### config.mk
export PLATFORM = sky130hd
export DESIGN_NAME = lcm_of_three
export DESIGN_NICKNAME = d
export VERILOG_FILES = /design/src/sv/lcm3_pkg.sv /design/src/sv/lcm3_alu.sv /design/src/sv/lcm3_dp.sv /design/src/sv/lcm3_ctrl.sv /design/src/sv/lcm_of_three.sv
export SDC_FILE = /design/constraint.sdc
export NUM_CORES = 1
export LEC_CHECK = 0
export BUFFER_PORTS_ARGS = -buffer_cell sky130_fd_sc_hd__buf_4
export CORE_ASPECT_RATIO = 0.8
export CORE_UTILIZATION = 40
export CTS_BUF_LIST = sky130_fd_sc_hd__clkbuf_16
export CTS_CLUSTER_SIZE = 12
export DETAILED_ROUTE_END_ITERATION = 7
export MAX_ROUTING_LAYER = met4
export SYNTH_ARGS = -nofsm -noshare
export SYNTH_HDL_FRONTEND = slang
export SYNTH_HIERARCHICAL = 1
export SYNTH_SLANG_ARGS = --single-unit
### constraint.sdc
create_clock -name i_clk -period 15.4 [get_ports i_clk]
set_input_delay 1.54 -clock i_clk [delete_from_list [all_inputs] [get_ports i_clk]]
set_output_delay 1.54 -clock i_clk [all_outputs]
set_load 0.05 [all_outputs]
### src/sv/lcm3_pkg.sv
// Shared constants, types and codes for the three-operand LCM block.
package lcm3_pkg;

    localparam int OPERAND_WIDTH = 16;
    localparam int IN_WIDTH      = 16;
    localparam int LCM_BITS      = 48;
    localparam int DW            = 3 * OPERAND_WIDTH;
    localparam int KW            = $clog2(OPERAND_WIDTH);
    localparam int CW            = $clog2(OPERAND_WIDTH);
    localparam int EW            = (DW > LCM_BITS) ? DW : LCM_BITS;

    typedef enum logic [2:0] {
        S_IDLE,
        S_GCD,
        S_DIV,
        S_MUL,
        S_DONE
    } t_state;

    typedef enum logic [2:0] {
        OP_NONE,
        OP_LOAD,
        OP_GCD,
        OP_DIV,
        OP_MUL
    } t_op;

    typedef struct packed {
        t_op  op;
        logic in_ready;
        logic out_load;
    } t_ctl;

    typedef struct packed {
        logic zero;
        logic gcd_eq;
        logic cnt_last;
        logic pair_last;
    } t_sts;

endpackage

### src/sv/lcm3_alu.sv
// Shared add/subtract unit with carry out.
module lcm3_alu import lcm3_pkg::*; (
    input  logic [DW-1:0] i_a,
    input  logic [DW-1:0] i_b,
    input  logic          i_sub,
    output logic [DW-1:0] o_sum,
    output logic          o_carry
);

    logic [DW:0] w_sum;

    assign w_sum   = {1'b0, i_a} + {1'b0, (i_sub ? ~i_b : i_b)} + (DW+1)'(i_sub);
    assign o_sum   = w_sum[DW-1:0];
    assign o_carry = w_sum[DW];

endmodule

### src/sv/lcm3_dp.sv
// Datapath: operand, GCD, quotient and product registers around the shared adder.
module lcm3_dp import lcm3_pkg::*; (
    input  logic                i_clk,
    input  t_ctl                i_ctl,
    input  logic [IN_WIDTH-1:0] i_a,
    input  logic [IN_WIDTH-1:0] i_b,
    input  logic [IN_WIDTH-1:0] i_c,
    output t_sts                o_sts,
    output logic [LCM_BITS-1:0] o_lcm,
    output logic                o_err
);

    localparam int W = OPERAND_WIDTH;

    logic [W-1:0]  w_a, w_b, w_c;
    logic [W:0]    w_trial;
    logic [DW-1:0] w_alu_a, w_alu_b, w_sum;
    logic          w_sub, w_carry;
    logic [EW-1:0] w_ext;

    logic [DW-1:0] r_x, n_x, r_u, n_u, r_v, n_v, r_acc, n_acc, r_mx, n_mx;
    logic [W-1:0]  r_y, n_y, r_c, n_c, r_g, n_g, r_q, n_q, r_rem, n_rem;
    logic [KW-1:0] r_k, n_k;
    logic [CW-1:0] r_cnt, n_cnt;
    logic          r_pair, n_pair, r_err, n_err;

    assign w_a     = W'(i_a);
    assign w_b     = W'(i_b);
    assign w_c     = W'(i_c);
    assign w_trial = {r_rem, r_y[W-1]};

    always_comb begin
        w_alu_a = '0;
        w_alu_b = '0;
        w_sub   = 1'b0;
        unique case (i_ctl.op)
            OP_GCD: begin
                w_alu_a = r_u;
                w_alu_b = r_v;
                w_sub   = 1'b1;
            end
            OP_DIV: begin
                w_alu_a = DW'(w_trial);
                w_alu_b = DW'(r_g);
                w_sub   = 1'b1;
            end
            OP_MUL: begin
                w_alu_a = r_acc;
                w_alu_b = r_q[0] ? r_mx : '0;
            end
            default: begin
            end
        endcase
    end

    lcm3_alu u_alu (
        .i_a     (w_alu_a),
        .i_b     (w_alu_b),
        .i_sub   (w_sub),
        .o_sum   (w_sum),
        .o_carry (w_carry)
    );

    always_comb begin
        n_x = r_x; n_u = r_u; n_v = r_v; n_acc = r_acc; n_mx = r_mx;
        n_y = r_y; n_c = r_c; n_g = r_g; n_q = r_q; n_rem = r_rem;
        n_k = r_k; n_cnt = r_cnt; n_pair = r_pair; n_err = r_err;
        unique case (i_ctl.op)
            OP_LOAD: begin
                n_x    = DW'(w_a);
                n_u    = DW'(w_a);
                n_v    = DW'(w_b);
                n_y    = w_b;
                n_c    = w_c;
                n_k    = '0;
                n_pair = 1'b0;
                n_err  = o_sts.zero;
                n_acc  = '0;
            end
            OP_GCD: begin
                priority if (o_sts.gcd_eq) begin
                    n_g   = W'(r_u << r_k);
                    n_rem = '0;
                    n_q   = '0;
                    n_cnt = '0;
                end else if (!r_u[0] && !r_v[0]) begin
                    n_u = r_u >> 1;
                    n_v = r_v >> 1;
                    n_k = r_k + KW'(1);
                end else if (!r_u[0]) begin
                    n_u = r_u >> 1;
                end else if (!r_v[0]) begin
                    n_v = r_v >> 1;
                end else if (w_carry) begin
                    n_u = w_sum >> 1;
                end else begin
                    n_u = r_v;
                    n_v = r_u;
                end
            end
            OP_DIV: begin
                n_rem = w_carry ? w_sum[W-1:0] : w_trial[W-1:0];
                n_y   = r_y << 1;
                n_q   = {r_q[W-2:0], w_carry};
                n_cnt = r_cnt + CW'(1);
                if (o_sts.cnt_last) begin
                    n_acc = '0;
                    n_mx  = r_x;
                    n_cnt = '0;
                end
            end
            OP_MUL: begin
                n_acc = w_sum;
                n_mx  = r_mx << 1;
                n_q   = r_q >> 1;
                n_cnt = r_cnt + CW'(1);
                if (o_sts.cnt_last && !r_pair) begin
                    n_x    = w_sum;
                    n_u    = w_sum;
                    n_v    = DW'(r_c);
                    n_y    = r_c;
                    n_k    = '0;
                    n_pair = 1'b1;
                    n_cnt  = '0;
                end
            end
            default: begin
            end
        endcase
    end

    always_ff @(posedge i_clk) begin
        r_x    <= n_x;
        r_u    <= n_u;
        r_v    <= n_v;
        r_acc  <= n_acc;
        r_mx   <= n_mx;
        r_y    <= n_y;
        r_c    <= n_c;
        r_g    <= n_g;
        r_q    <= n_q;
        r_rem  <= n_rem;
        r_k    <= n_k;
        r_cnt  <= n_cnt;
        r_pair <= n_pair;
        r_err  <= n_err;
    end

    assign o_sts.zero      = (w_a == '0) || (w_b == '0) || (w_c == '0);
    assign o_sts.gcd_eq    = (r_u == r_v);
    assign o_sts.cnt_last  = (r_cnt == CW'(W - 1));
    assign o_sts.pair_last = r_pair;

    assign w_ext = EW'(r_acc);
    assign o_lcm = r_err ? '0 :
                   ((w_ext >> LCM_BITS) != '0) ? '1 : w_ext[LCM_BITS-1:0];
    assign o_err = r_err;

endmodule

### src/sv/lcm3_ctrl.sv
// Sequencer: steps the datapath through GCD, divide and multiply for each pair.
module lcm3_ctrl import lcm3_pkg::*; (
    input  logic i_clk,
    input  logic i_rst_n,
    input  logic i_s_valid,
    input  logic i_out_free,
    input  t_sts i_sts,
    output t_ctl o_ctl
);

    t_state r_state, n_state;

    always_comb begin
        n_state = r_state;
        unique case (r_state)
            S_IDLE: begin
                if (i_s_valid) begin
                    n_state = i_sts.zero ? S_DONE : S_GCD;
                end
            end
            S_GCD: begin
                if (i_sts.gcd_eq) begin
                    n_state = S_DIV;
                end
            end
            S_DIV: begin
                if (i_sts.cnt_last) begin
                    n_state = S_MUL;
                end
            end
            S_MUL: begin
                if (i_sts.cnt_last) begin
                    n_state = i_sts.pair_last ? S_DONE : S_GCD;
                end
            end
            S_DONE: begin
                if (i_out_free) begin
                    n_state = S_IDLE;
                end
            end
            default: n_state = S_IDLE;
        endcase
    end

    always_comb begin
        o_ctl = '{op: OP_NONE, in_ready: 1'b0, out_load: 1'b0};
        unique case (r_state)
            S_IDLE: begin
                o_ctl.in_ready = 1'b1;
                o_ctl.op       = i_s_valid ? OP_LOAD : OP_NONE;
            end
            S_GCD:  o_ctl.op = OP_GCD;
            S_DIV:  o_ctl.op = OP_DIV;
            S_MUL:  o_ctl.op = OP_MUL;
            S_DONE: o_ctl.out_load = i_out_free;
            default: begin
            end
        endcase
    end

    always_ff @(posedge i_clk) begin
        if (!i_rst_n) begin
            r_state <= S_IDLE;
        end else begin
            r_state <= n_state;
        end
    end

endmodule

### src/sv/lcm_of_three.sv
// Top level: least common multiple of three unsigned operands.
//
//  channel | dir | tdata (low bit up)                                | tuser
//  s_*     | in  | operand_a[15:0] operand_b[31:16] operand_c[47:32] | -
//  m_*     | out | lcm_value[47:0]                                   | zero_error
//
// Each beat is reduced pairwise: binary GCD (one shift, subtract-and-shift or swap per
// cycle), then restoring divide and shift-add multiply, all through one adder.
// A beat with a zero operand skips the arithmetic.
// Input is held off while a beat is in work; a full output register holds the sequencer.
// Reset is synchronous, active low, and clears the sequencer and output valid.
module lcm_of_three import lcm3_pkg::*; (
    input  logic                  i_clk,
    input  logic                  i_rst_n,
    input  logic                  i_s_tvalid,
    output logic                  o_s_tready,
    input  logic [3*IN_WIDTH-1:0] i_s_tdata,  // operand_a, operand_b, operand_c
    output logic                  o_m_tvalid,
    input  logic                  i_m_tready,
    output logic [LCM_BITS-1:0]   o_m_tdata,  // lcm_value
    output logic                  o_m_tuser   // zero_error
);

    t_ctl                w_ctl;
    t_sts                w_sts;
    logic                w_out_free;
    logic [LCM_BITS-1:0] w_lcm;
    logic                w_err;

    logic                r_out_valid;
    logic [LCM_BITS-1:0] r_out_data;
    logic                r_out_err;

    assign w_out_free = !r_out_valid || i_m_tready;

    lcm3_ctrl u_ctrl (
        .i_clk      (i_clk),
        .i_rst_n    (i_rst_n),
        .i_s_valid  (i_s_tvalid),
        .i_out_free (w_out_free),
        .i_sts      (w_sts),
        .o_ctl      (w_ctl)
    );

    lcm3_dp u_dp (
        .i_clk (i_clk),
        .i_ctl (w_ctl),
        .i_a   (i_s_tdata[IN_WIDTH-1:0]),
        .i_b   (i_s_tdata[2*IN_WIDTH-1:IN_WIDTH]),
        .i_c   (i_s_tdata[3*IN_WIDTH-1:2*IN_WIDTH]),
        .o_sts (w_sts),
        .o_lcm (w_lcm),
        .o_err (w_err)
    );

    always_ff @(posedge i_clk) begin
        if (!i_rst_n) begin
            r_out_valid <= 1'b0;
        end else if (w_ctl.out_load) begin
            r_out_valid <= 1'b1;
        end else if (i_m_tready) begin
            r_out_valid <= 1'b0;
        end
    end

    always_ff @(posedge i_clk) begin
        if (w_ctl.out_load) begin
            r_out_data <= w_lcm;
            r_out_err  <= w_err;
        end
    end

    assign o_s_tready = w_ctl.in_ready;
    assign o_m_tvalid = r_out_valid;
    assign o_m_tdata  = r_out_data;
    assign o_m_tuser  = r_out_err;

endmodule
==> results_dict.tcl <==
set metrics [dict create \
    wirelength_microns 69180 \
    drive_gt1_share_pct 13.09 \
    whs_ns 0.5152 \
    synth_cell_types 78 \
    post_cts_buffers 0 \
    grtUsageTotal_pct 24.86 \
    core_sq_um 55200 \
    finalHoldViolations 0 \
    h-tree-depth 2 \
    p_int_mw 1.996 \
    yosys-top-cells-count "379 x edfxtp_1, 334 x nand2_1, 120 x mux2i_1" \
    yosysSeqAreaShare_pct 51.26 \
    clockRootBuffer "clkbuf_16" \
    period_share_pct 59.24 \
    dp_cells 2811 \
    port_buffers 102 \
    fin_tns_setup_ns 0 \
    vias_per_cell 5.808 \
    synth_top_area_cell "edfxtp_1" \
    cts_resized 0 \
    cts_tree "done" \
    syn_nets 2167 \
    grt_antenna_before_repair 0 \
    p_per_area_nw_per_um2 117.5 \
    worstPathMaxFanout 94 \
    drt_iter0_drc 1737 \
    nFillCells 5149 \
    synth_edf_count 379 \
    post-synth-top-count-cell "edfxtp_1" \
    nets 2213 \
    syn2layout_area_growth_pct 11.88 \
    synth.avg_cell_area_sq_um 10.86 \
    routabilityCongestion 0.9655 \
    cts_max_path_buffers 3 \
    peakVddDrop_mv 0.07550 \
    yosysWarnings 6 \
    cp.required_ns 15.70 \
    fin_util_pct 45.32 \
    synth-main-ff-cell "edfxtp_1" \
    clkSinkCount 383 \
    dieHeight_microns 213.5 \
    clkTransAtPathRegs_ns 0.06 \
    grt_pass1_wl_microns 102800 \
    max_cap_violations 0 \
    synth_area_leaders "edfxtp_1 51%, nand2_1 5.6%, mux2i_1 5.4%" \
    tightest_slew_ns 1.216 \
    drtAntennaViolNets 0 \
    overflow 0 \
    first_global_vias 15790 \
    ys_seq_elements 383 \
    cts_buffers 42 \
    fin_crit_ns 9.123 \
    status "finished, final reports clean" \
    power_frac_comb_pct 21.7 \
    holdCritPathClass "flop to flop" \
    setup_viol 0 \
    power_switching_uw 943.4 \
    initial_utilization_pct 40.50 \
    fmax_mhz 109.6 \
    cp-end-kind "flop" \
    drc 0 \
    antennaDiodeCount 0 \
    pwr-share-clk_pct 31.9 \
    die_w_microns 266.3 \
    slew-limit-headroom_pct 18.70 \
    die_area_sq_um 56860 \
    cp-start-kind "input port" \
    post_drt_wl_per_cell_microns 24.00 \
    final_cells 2882 \
    ys_async_sr_fraction_pct 0 \
    slew_violations 0 \
    grt_max_degree 95 \
    finClkSkew_ns 0.02348 \
    hpwl_microns 48730 \
    rows 77 \
    firstDrtPassIters 5 \
    p_leak_nw 9.840 \
    crit_type "input port to flop" \
    arrival_ns 9.42 \
    synthCells 2059 \
    cts_hold_buf 0 \
    routed-via-count 16740 \
    p_seq_share_pct 46.4 \
    netlist_area_sq_um 22360 \
    rsz0062_at_grt "false" \
    netlist.area_leader.share_pct 50.90 \
    clk_latency_ns 0.59 \
    ios 103 \
    switching_share_pct 32.09 \
]
## kinds of logic (layout without fill, tap and decap cells)
logic type               after synthesis  in the layout  synth area share [%]
AND/OR/NAND/NOR                      705            705                 14.85
AO/OA/AOI/OAI                        430            430                 13.70
flip-flops                           383            383                 51.26
buffers and inverters                171            244                 3.357
multiplexers                         169            169                 7.991
XOR/XNOR                             145            145                 5.680
adder cells (fa/ha/maj)               56             56                 3.167
## metrics by stage
stage	power, mW	setup slack [ns]	instance area, sq um
final	2.939	6.277	25020
after global routing	3.054	5.772	25020
after CTS	2.952	6.341	25020
after detailed placement	2.005	5.729	23790
after global placement	2.001	5.821	23790
after floorplan	1.774	7.322	22360
## state kept, by name (all words and copies together) (netlist names)
| name | cells |
|---|---|
| u_dp/r_x | 48 |
| u_dp/o_err | 1 |
| u_dp/r_g | 16 |
| u_ctrl/r_state | 3 |
| u_dp/r_k | 4 |
| u_dp/r_cnt | 4 |
| u_dp/r_pair | 1 |
| o_m_tuser | 1 |
| o_m_tvalid | 1 |
| u_dp/r_acc | 48 |
| u_dp/r_mx | 48 |
| u_dp/r_rem | 16 |
| u_dp/r_u | 48 |
| u_dp/r_v | 48 |
| u_dp/r_q | 16 |
| u_dp/r_y | 16 |
| u_dp/r_c | 16 |
| o_m_tdata | 48 |
## cells in the final DEF (no fill, tap or decap), types with 22 or more instances in the layout
| cell type | synthesis | final |
|---|---|---|
| nor2b_1 | 55 | 55 |
| xor2_1 | 109 | 109 |
| mux2i_1 | 120 | 120 |
| xnor2_1 | 36 | 36 |
| nor2_1 | 117 | 113 |
| mux2_2 | 46 | 46 |
| nand2_1 | 334 | 333 |
| a22o_1 | 75 | 75 |
| o21ai_0 | 77 | 75 |
| ha_1 | 55 | 55 |
| nand4_1 | 27 | 27 |
| edfxtp_1 | 379 | 379 |
| and2_1 | 41 | 40 |
| buf_4 | 7 | 128 |
| nand3_1 | 31 | 31 |
| o21bai_1 | 33 | 33 |
| clkbuf_16 | 0 | 42 |
| nor4_1 | 37 | 37 |
| a21o_1 | 22 | 22 |
| a21oi_1 | 71 | 70 |
| a22oi_1 | 57 | 57 |
| inv_1 | 41 | 47 |
## power by group through the flow
stage / clock network [mW] / registers, mW / logic (mW)
after global routing: 0.995 / 1.37 / 0.689
after floorplan: 0 / 1.33 / 0.445
after detailed placement: 0 / 1.38 / 0.624
after global placement: 0 / 1.38 / 0.622
after CTS: 0.964 / 1.36 / 0.629
final: 0.938 / 1.36 / 0.639
## layout make-up
class                   instances  area [sq um]  area share, %
inverters                      45         173.9         0.6952
clock inverters                29         173.9         0.6952
well taps                     750         938.4          3.751
clock buffers                  42          1051          4.201
multi-input cells            1505         10260          41.01
repair buffers                128         960.9          3.841
flip-flops and latches        383         11460          45.81
## critical path, stage by stage
cell,delay (ns)
buf_4,0.12
nor2_1,0.12
nor3_2,0.05
buf_4,0.34
or3b_2,0.59
inv_6,0.53
and2_2,0.26
buf_4,0.51
nand2_1,0.10
o21ai_0,0.18
mux2i_1,0.21
fa_1,0.46
nand2b_1,0.20
a211oi_1,0.24
nor2_1,0.19
o211ai_2,0.34
a21oi_1,0.21
o21ai_1,0.38
nand2_1,0.16
o21ai_4,0.79
buf_4,0.67
a21oi_1,0.16
a31oi_1,0.30
o21ai_4,0.30
buf_4,0.36
## routing by layer
metal | share of wire (%) | wire [microns] | GRT usage [%] | up-vias
met5 | 0 | 0 | - | -
met4 | 2.0 | 1413 | 5.787 | 0
met3 | 8.3 | 5726 | 5.558 | 83
met2 | 41 | 28140 | 33.81 | 677
met1 | 49 | 33900 | 37.05 | 8305
li1 | - | - | - | 7675
## worst paths after layout
check	cells after the start	end	slack [ns]	startpoint
setup / recovery	25	u_dp/r_v[6]	6.28	i_s_tvalid
hold / removal	2	u_dp/r_mx[20]	0.52	u_dp/r_x[20]
setup reg to reg	23	u_dp/r_v[6]	6.81	u_ctrl/r_state[2]
hold reg to reg	2	u_dp/r_mx[20]	0.52	u_dp/r_x[20]
Note: power is estimated with default switching activity, not from simulation.
